## src/sv/mvn_pkg.sv

```systemverilog
// Shared types, codes and constants of the mesh vertex normal block.
package mvn_pkg;

	// Default vertex store depth.
	localparam int MVN_VERTEX_COUNT = 4096;

	// Field widths.
	localparam int IDX_W  = 12;
	localparam int POS_W  = 24;
	localparam int SUM_W  = 32;
	localparam int NRM_W  = 16;
	localparam int EDGE_W = POS_W + 1;
	localparam int PROD_W = 2 * EDGE_W;
	localparam int VEC_W  = PROD_W + 1;

	// Largest Q1.15 magnitude.
	localparam logic [NRM_W-1:0] Q_MAX = 16'h7fff;

	// Item actions.
	localparam logic [1:0] ACT_LOAD = 2'd0;
	localparam logic [1:0] ACT_TRI  = 2'd1;
	localparam logic [1:0] ACT_READ = 2'd2;

	// Result kinds.
	localparam logic KIND_FACE   = 1'b0;
	localparam logic KIND_VERTEX = 1'b1;

	typedef struct packed {
		logic signed [POS_W-1:0] x;
		logic signed [POS_W-1:0] y;
		logic signed [POS_W-1:0] z;
	} pos_t;

	typedef struct packed {
		logic signed [SUM_W-1:0] x;
		logic signed [SUM_W-1:0] y;
		logic signed [SUM_W-1:0] z;
	} sum_t;

	// Vector handed to the normalizer.
	typedef struct packed {
		logic                    start;
		logic signed [VEC_W-1:0] x;
		logic signed [VEC_W-1:0] y;
		logic signed [VEC_W-1:0] z;
	} norm_req_t;

	// Unit vector returned by the normalizer.
	typedef struct packed {
		logic                    busy;
		logic                    done;
		logic signed [NRM_W-1:0] x;
		logic signed [NRM_W-1:0] y;
		logic signed [NRM_W-1:0] z;
	} norm_res_t;

	// Add a normal component into a sum, clamped to the 32-bit range.
	function automatic logic signed [SUM_W-1:0] sat_add(input logic signed [SUM_W-1:0] a,
			input logic signed [NRM_W-1:0] b);
		logic signed [SUM_W:0] s;
		s = {a[SUM_W-1], a} + {{(SUM_W+1-NRM_W){b[NRM_W-1]}}, b};
		if (s[SUM_W:SUM_W-1] == 2'b01) begin
			return {1'b0, {(SUM_W-1){1'b1}}};
		end else if (s[SUM_W:SUM_W-1] == 2'b10) begin
			return {1'b1, {(SUM_W-1){1'b0}}};
		end
		return s[SUM_W-1:0];
	endfunction

endpackage

```

## src/sv/mvn_norm.sv

```systemverilog
// Sequential vector normalizer: scaling, sum of squares, square root and division.
module mvn_norm import mvn_pkg::*; (
	input  logic      clk,
	input  logic      arst_n,
	input  norm_req_t req,
	output norm_res_t res
);

	typedef enum logic [2:0] {
		N_IDLE, N_SHIFT, N_SQUARE, N_SQRT, N_DIVSET, N_DIV, N_DONE
	} nstate_t;

	nstate_t                  state_q;
	logic [VEC_W-1:0]         m_q [3];
	logic [2:0]               neg_q;
	logic [2*31-1:0]          sq_q;
	logic [63:0]              acc_q;
	logic [63:0]              n_q;
	logic [63:0]              root_q;
	logic [63:0]              bit_q;
	logic [31:0]              len_q;
	logic [31:0]              rem_q;
	logic [15:0]              lo_q;
	logic [15:0]              qt_q;
	logic [4:0]               cnt_q;
	logic [1:0]               ci_q;
	logic signed [NRM_W-1:0]  q_q [3];

	logic [VEC_W-1:0]  mx;
	logic [30:0]       msel;
	logic [30:0]       mdiv;
	logic [63:0]       trial;
	logic [47:0]       num;
	logic [32:0]       t;
	logic              ge;
	logic [15:0]       qn;
	logic [15:0]       qc;

	// Largest magnitude and operand selection.
	always_comb begin
		mx = (m_q[0] > m_q[1]) ? m_q[0] : m_q[1];
		if (m_q[2] > mx) begin
			mx = m_q[2];
		end
		case (cnt_q[1:0])
			2'd0: msel = m_q[0][30:0];
			2'd1: msel = m_q[1][30:0];
			2'd2: msel = m_q[2][30:0];
			default: msel = '0;
		endcase
		case (ci_q)
			2'd0: mdiv = m_q[0][30:0];
			2'd1: mdiv = m_q[1][30:0];
			default: mdiv = m_q[2][30:0];
		endcase
		trial = root_q + bit_q;
		// The root stays in place through all three divisions.
		num = {2'b0, mdiv, 15'b0} + {17'b0, root_q[31:1]};
		t = {rem_q, lo_q[15]};
		ge = (t >= {1'b0, len_q});
		qn = {qt_q[14:0], ge};
		qc = (qn > Q_MAX) ? Q_MAX : qn;
	end

	// Sequencer and datapath registers.
	always_ff @(posedge clk or negedge arst_n) begin
		if (!arst_n) begin
			state_q <= N_IDLE;
		end else begin
			case (state_q)
				N_IDLE: begin
					if (req.start) begin
						m_q[0] <= req.x[VEC_W-1] ? VEC_W'(-req.x) : req.x;
						m_q[1] <= req.y[VEC_W-1] ? VEC_W'(-req.y) : req.y;
						m_q[2] <= req.z[VEC_W-1] ? VEC_W'(-req.z) : req.z;
						neg_q <= {req.z[VEC_W-1], req.y[VEC_W-1], req.x[VEC_W-1]};
						q_q[0] <= '0;
						q_q[1] <= '0;
						q_q[2] <= '0;
						if (req.x == '0 && req.y == '0 && req.z == '0) begin
							state_q <= N_DONE;
						end else begin
							state_q <= N_SHIFT;
						end
					end
				end
				N_SHIFT: begin
					// Bring the largest magnitude into [2^30, 2^31).
					if (|mx[VEC_W-1:31]) begin
						for (int i = 0; i < 3; i++) begin
							m_q[i] <= m_q[i] >> 1;
						end
					end else if (!mx[30]) begin
						for (int i = 0; i < 3; i++) begin
							m_q[i] <= m_q[i] << 1;
						end
					end else begin
						cnt_q <= '0;
						sq_q <= '0;
						acc_q <= '0;
						state_q <= N_SQUARE;
					end
				end
				N_SQUARE: begin
					sq_q <= msel * msel;
					acc_q <= acc_q + 64'(sq_q);
					cnt_q <= cnt_q + 5'd1;
					if (cnt_q == 5'd3) begin
						n_q <= acc_q + 64'(sq_q);
						root_q <= '0;
						bit_q <= 64'd1 << 62;
						cnt_q <= '0;
						state_q <= N_SQRT;
					end
				end
				N_SQRT: begin
					// One result bit of the integer square root per cycle.
					if (n_q >= trial) begin
						n_q <= n_q - trial;
						root_q <= (root_q >> 1) + bit_q;
					end else begin
						root_q <= root_q >> 1;
					end
					bit_q <= bit_q >> 2;
					cnt_q <= cnt_q + 5'd1;
					if (cnt_q == 5'd31) begin
						ci_q <= '0;
						state_q <= N_DIVSET;
					end
				end
				N_DIVSET: begin
					if (cnt_q == 5'd0) begin
						len_q <= root_q[31:0];
					end
					rem_q <= num[47:16];
					lo_q <= num[15:0];
					qt_q <= '0;
					cnt_q <= '0;
					state_q <= N_DIV;
				end
				N_DIV: begin
					// Restoring division, one quotient bit per cycle.
					rem_q <= ge ? 32'(t - {1'b0, len_q}) : t[31:0];
					lo_q <= lo_q << 1;
					qt_q <= qn;
					cnt_q <= cnt_q + 5'd1;
					if (cnt_q == 5'd15) begin
						q_q[ci_q] <= neg_q[ci_q] ? NRM_W'(16'd0 - qc) : qc;
						if (ci_q == 2'd2) begin
							state_q <= N_DONE;
						end else begin
							ci_q <= ci_q + 2'd1;
							cnt_q <= 5'd1;
							state_q <= N_DIVSET;
						end
					end
				end
				N_DONE: begin
					state_q <= N_IDLE;
				end
				default: begin
					state_q <= N_IDLE;
				end
			endcase
		end
	end

	assign res.busy = (state_q != N_IDLE);
	assign res.done = (state_q == N_DONE);
	assign res.x    = q_q[0];
	assign res.y    = q_q[1];
	assign res.z    = q_q[2];

endmodule

```

## config.mk

```make
export PLATFORM = sky130hd
export DESIGN_NAME = mvn_norm
export DESIGN_NICKNAME = d
export VERILOG_FILES = /design/src/sv/mvn_pkg.sv /design/src/sv/mvn_norm.sv
export SDC_FILE = /design/constraint.sdc
export NUM_CORES = 2
export LEC_CHECK = 0
export BUFFER_PORTS_ARGS = -buffer_cell sky130_fd_sc_hd__buf_2
export CELL_PAD_IN_SITES_DETAIL_PLACEMENT = 1
export CELL_PAD_IN_SITES_GLOBAL_PLACEMENT = 2
export CORE_ASPECT_RATIO = 0.7
export CORE_UTILIZATION = 38
export DETAILED_ROUTE_END_ITERATION = 6
export PLACE_DENSITY_LB_ADDON = 0.2
export RECOVER_POWER = 50
export SLEW_MARGIN = 20
export SYNTH_ARGS = -nofsm -noshare
export SYNTH_HDL_FRONTEND = slang
export SYNTH_SLANG_ARGS = --single-unit
```

## constraint.sdc

```tcl
create_clock -name clk -period 14.6 [get_ports clk]
set_clock_uncertainty 0.05 [all_clocks]
set_input_delay 2.19 -clock clk [delete_from_list [all_inputs] [get_ports clk]]
set_output_delay 2.19 -clock clk [all_outputs]
set_load 0.1 [all_outputs]
```

* Word level (Yosys, flattened, before mapping)
Memory sizes are Yosys's and may differ from the RTL's.
Index checks and enable logic that the tools add are counted.
** Word-level totals
- Input bits :: 156
- Output and inout port bits :: 50
- Memory bits (writable) :: 201
- Word-level logic and storage cells :: 161
- Register bits after elaboration :: 426
- Memories :: 2
** Cells by class
- Order comparisons :: 6
- Add/subtract/negate cells :: 12
- Bitwise logic cells :: 6
- Reductions and logical operators :: 30
- Multipliers :: 1
- Muxes and demuxes :: 70
- Equality and inequality tests :: 21
** Memory list
- m_q :: depth 3, bits a word 51, rd ports 3, clocked after memory_dff 0, wr ports 3, line mvn_norm.sv:14 : logic [VEC_W-1:0] m_q [3];
- q_q :: depth 3, bits a word 16, rd ports 3, clocked after memory_dff 0, wr ports 3, line mvn_norm.sv:27 : logic signed [NRM_W-1:0] q_q [3];
** Operators with widths (number)
- $mux W51 :: 11
- $pmux W64 S2 :: 4
- $mux W64 :: 7
- $logic_not A51 Y1 :: 3
- $neg A51 Y51 :: 3
- $mux W62 :: 2
- $pmux W62 S2 :: 1
- $gt A51 B51 Y1 :: 2
- $pmux W31 S3 :: 1
- $add A63 B64 Y64 :: 1
- $add A64 B62 Y64 :: 1
- $add A64 B64 Y64 :: 1
- $ge A64 B64 Y1 :: 1
- $pmux W32 S2 :: 1
- $sub A64 B64 Y64 :: 1
- $mul A31 B31 Y62 :: 1
- $pmux W31 S2 :: 1
- $mux W16 :: 3
- $add A46 B31 Y47 :: 1
- $ge A33 B32 Y1 :: 1
- $mux W32 :: 1
- $pmux W16 S2 :: 1
- $sub A32 B32 Y32 :: 1
- $pmux W15 S2 :: 1
- other kinds (37) :: 95

* Longest topological paths before layout
An unclocked memory read counts as a cell.
- Depth after elaboration :: 12
- Depth in mapped cells :: 37
- Mapped depth without buffers :: 34

* Worst setup path before layout
OpenSTA, ideal clock, no wires.
- Path type :: reg2reg
- Start point :: memory m_q[0][16] (netlist bit)
- End point :: register acc_q[0] (enable)
- Data arrival time :: 13.007 ns
- Cell stages (with the launch flop) :: 22
- Clock period less this slack :: 13.838 ns
- Slack :: 0.762 ns
- Data required time :: 13.768 ns
- Buffers on the path :: 2
- Setup time :: 0.782 ns
- Path through :: edfxtp_1 -> ha_1 -> nand4_1 -> nor4_1 -> o21ai_0 -> o2111ai_1 -> o21bai_1 -> a21oi_1 -> clkbuf_1 -> buf_1 -> mux2i_1 -> ha_1 -> a21oi_1 -> nor2_1 -> a2111oi_0 -> a21oi_1 -> o21ai_0 -> nand4_1 -> nand2_1 -> mux2i_1 -> nand2_1 -> o21ai_0
** RTL lines
- start: declaration :: line mvn_norm.sv:14
- end signal: assignment :: line mvn_norm.sv:106 : acc_q <= acc_q + 64'(sq_q);
- end: declaration :: line mvn_norm.sv:17 : logic [63:0] acc_q;

* Final worst setup path
- Start point :: register cnt_q[0]
- End point :: register sq_q[61], data pin
** On the way
- Word-level cells in the longest chain between the ends :: 4
- Elaborated cells on any way between the ends :: 6
- Classes of those cells :: mul: 1; eq/ne: 2; mux: 2; reduce/logical: 1
** Ends and longest elaborated chain
- start: declaration :: line mvn_norm.sv:25 : logic [4:0] cnt_q;
- start signal: assignment :: line mvn_norm.sv:107 : cnt_q <= cnt_q + 5'd1;
- start signal: assignment :: line mvn_norm.sv:125 : cnt_q <= cnt_q + 5'd1;
- start signal: assignment :: line mvn_norm.sv:146 : cnt_q <= cnt_q + 5'd1;
- $eq A2 B2 Y1, or another cell as far along :: line mvn_norm.sv:45 : case (cnt_q[1:0])
- $pmux W31 S3 * :: line mvn_norm.sv:45
- $mul A31 B31 Y62 * :: line mvn_norm.sv:105 : sq_q <= msel * msel;
- $pmux W62 S2 * :: line mvn_norm.sv:70 : case (state_q)
- end signal: assignment :: line mvn_norm.sv:105
- end: declaration :: line mvn_norm.sv:16 : logic [2*31-1:0] sq_q;
Every way passes the cells marked *; elsewhere a longest branch is shown, timed or not.
A chain may end at the register's enable or synchronous reset.

==> flow_summary_export.csv <==
group,metric,value,unit
drt,detail_route.wl_per_cell,25.9,microns
setup_path,cp_slowest_cell,"inv_1",
setup_path,cpPeakStageDelay,0.88,ns
drt,drc,0,
drt,num_vias,60276,
drt,viasPerCell,5.74,
clock_network,postCtsHoldBufs,0,
logic_synthesis,synth-main-ff-cell,"edfxtp_1",
setup_path,worstPathRequired,14.85,ns
outcome,violations,"max-capacitance violations, max-slew violations",
sta,slew_violations,824,
sta,hold_ws,0.459,ns
floorplanning,dieArea,192000,sq um
sta,max-slew-margin-rel,-153,%
finish,stdcell_count,10509,
drt,first_pass_iters,6,
clock_network,htreeDepth,3,
global_route,grt_pass1_vias,62123,
sta,period_share,80.9,%
outcome,status,"finished with violations",
logic_synthesis,synth_cell_types,87,
global_route,grt_pass1_wl,408000,microns
setup_path,start_kind,"flop",
floorplanning,coreArea,189000,sq um
finish,fin_nets,9467,
setup_path,path_common_cell,"fa_1",
floorplanning,start_util,38.4,%
floorplanning,die_h,367,microns
clock_network,cts.reportedPaths.clkPinSlew,0.06,ns
drt,drt_wl_total,273000,microns
placed_design,io_buffers,205,
sta,finalHoldViolations,0,
sta,rsz0062_at_grt,"false",
drt,drt_iter0_drc,5801,
global_route,grt_max_degree,82,
sta,finalSetupViolations,0,
finish,fillerInstances,21731,
setup_path,critical_path_class,"reg -> reg",
floorplanning,fp-row-count,133,
run,max-cap-violations,17,
logic_synthesis,syn_nets,9412,
hold_path,hp-class,"reg -> reg",
global_route,grt.overflow.total,0,
floorplanning,ioPinCount,206,
placed_design,dpl.cell_count,10368,
sta,fin_tns_setup,0,ns
logic_synthesis,synth_seq_cells,594,
sta,fmax,84.7,MHz
clock_network,cts-root-buf,"clkbuf_16",
logic_synthesis,seq_area_frac_synth,24.6,%
placed_design,dp_hpwl,218000,microns
placed_design,gp_congestion,0.980,
logic_synthesis,synth_warnings,0,
clock_network,cts.sinks,594,
logic_synthesis,async_flop_share,0.505,%
logic_synthesis,avgSynthCellArea,9.18,sq um
setup_path,worstPathArrival,12.06,ns
sta,min_period,11.81,ns
floorplanning,die_w,524,microns
clock_network,numCtsBuffers,72,
logic_synthesis,synth_edf_count,591,
clock_network,post_cts_buffers,0,
logic_synthesis,syn_area,72400,sq um
drt,postRouteAntennaNets,0,
sta,tightest_slew,3.80,ns
global_route,grt_antenna_before_repair,18,
clock_network,insertion_delay,0.68,ns
global_route,grt.total_usage,28.2,%
finish,drive_gt1_share,5.22,%
setup_path,cp-end-kind,"flop",
clock_network,cts_buffer_depth,3,
setup_path,worst-path-max-fanout,32,
finish,area_growth,8.31,%
clock_network,cts_tree,"built",
logic_synthesis,syn_inst,7890,
clock_network,cts_resized,0,
## synth_stat cells, types with 24 or more instances
cell type	instances	share of area [%]
a211oi_1	79	0.82
a22oi_1	177	1.8
a21oi_1	385	2.7
o21bai_1	56	0.58
nand3_1	77	0.53
o31ai_1	64	0.66
o21a_1	34	0.35
ha_1	613	11
o22ai_1	146	1.3
a31oi_1	79	0.68
xor2_1	306	3.7
o41ai_1	30	0.36
nor2_1	704	3.6
a21o_1	152	1.6
mux2i_1	79	1.1
edfxtp_1	591	25
fa_1	753	21
clkbuf_1	301	1.6
inv_1	1103	5.7
xnor2_1	206	2.5
a21boi_0	24	0.25
o211ai_1	27	0.28
nand2b_1	62	0.54
nor3_1	71	0.49
nand4_1	88	0.76
nor2b_1	61	0.53
and3_1	90	0.78
and2_1	63	0.54
or3_1	51	0.44
o21ai_0	334	2.3
nor4_1	42	0.36
nand2_1	747	3.9
## flip-flops by register name, indices dropped and copies added (netlist names)
name     count
bit_q       32
state_q      3
acc_q       64
lo_q        16
root_q      64
q_q         48
qt_q        15
sq_q        61
m_q        153
rem_q       32
ci_q         2
cnt_q        5
n_q         64
len_q       32
neg_q        3
## critical path: cells and delay by family, from the launching register on
family / cells / cell delay (ns)
simple gates: 4 / 1.35
buf+inv: 7 / 1.81
fa+ha+maj: 10 / 4.71
xor+xnor: 1 / 0.16
flops: 1 / 0.45
compound gates: 10 / 2.86
## area by class of cell
type                            instances  area, sq um  area share (%)
Sequential cell                       594        17800            22.7
Clock buffer                           88         1880            2.40
Clock inverter                         44          434           0.553
Antenna cell                            9         22.5          0.0287
Timing Repair Buffer                  309         1660            2.11
Inverter                             1111         4170            5.32
Tap cell                             2497         3120            3.98
Multi-Input combinational cell       5857        49300            62.9
## cell usage in the layout (no fill, tap or decap), drive strengths merged, types with 32 or more instances in the layout
| cell type | synthesis | layout |
|---|---|---|
| o21ai | 334 | 334 |
| xnor2 | 206 | 206 |
| nand2 | 747 | 747 |
| nor2b | 61 | 61 |
| o41ai | 32 | 32 |
| o21a | 34 | 34 |
| mux2i | 79 | 79 |
| edfxtp | 591 | 591 |
| a31oi | 79 | 79 |
| inv | 1103 | 1107 |
| o22ai | 146 | 146 |
| nor4 | 44 | 44 |
| nand3 | 77 | 77 |
| and3 | 90 | 90 |
| or3 | 54 | 54 |
| clkinv | 8 | 36 |
| a211oi | 79 | 79 |
| nor3 | 71 | 71 |
| fa | 753 | 753 |
| buf | 27 | 234 |
| a22oi | 177 | 177 |
| a21o | 152 | 152 |
| clkbuf | 301 | 163 |
| a21oi | 385 | 385 |
| ha | 613 | 613 |
| nand2b | 62 | 62 |
| xor2 | 306 | 306 |
| and2 | 64 | 64 |
| nand4 | 88 | 88 |
| o31ai | 64 | 64 |
| nor2 | 704 | 704 |
| o21bai | 56 | 56 |
## final timing paths
kind | end | startpoint | slack [ns] | depth (start not counted)
max reg2reg | sq_q[61]$_SDFFCE_PN0P_ | cnt_q[0]$_DFFE_PP_ | 2.79 | 32
min reg2reg | lo_q[11]$_DFFE_PP_ | lo_q[10]$_DFFE_PP_ | 0.46 | 2
max in group asynchronous | state_q[1]$_DFFE_PN0P_ | arst_n | 12.69 | 1
max | sq_q[61]$_SDFFCE_PN0P_ | cnt_q[0]$_DFFE_PP_ | 2.79 | 32
min | lo_q[11]$_DFFE_PP_ | lo_q[10]$_DFFE_PP_ | 0.46 | 2
min in group asynchronous | state_q[2]$_DFFE_PN0P_ | arst_n | 1.43 | 1
## kinds of logic after synthesis
family                     count (synthesis)  share of synthesized area [%]
xor gates and xnor gates                 512                           6.19
AOI/OAI and AO/OA                       1735                           15.5
and+or+nand+nor                         2159                           13.6
buffers and inverters                   1439                           7.47
muxes                                     85                           1.18
adders and majority gates               1366                           31.4
DFF                                      594                           24.6
## routing by layer
| metal | global-route usage [%] | vias up | wire length (microns) |
|---|---|---|---|
| li1 | - | 27201 | - |
| met1 | 44.0 | 30799 | 135000 |
| met2 | 38.6 | 1999 | 107000 |
| met3 | 6.89 | 275 | 24400 |
| met4 | 5.77 | 2 | 5700 |
| met5 | 0 | - | 13 |
## stage by stage
step / utilization (%) / setup slack (ns) / cell area, sq um
CTS: 41.7 / 2.74 / 78600
global route: 41.6 / 2.38 / 78400
finish: 41.6 / 2.79 / 78500
detailed placement: 40.5 / 2.78 / 76300
global placement: 40.5 / 3.10 / 76300
floorplan: - / 0.762 / 72400
Power is not shown: default switching activity piles up to over one toggle a cycle in this logic, so the estimate is an artifact.
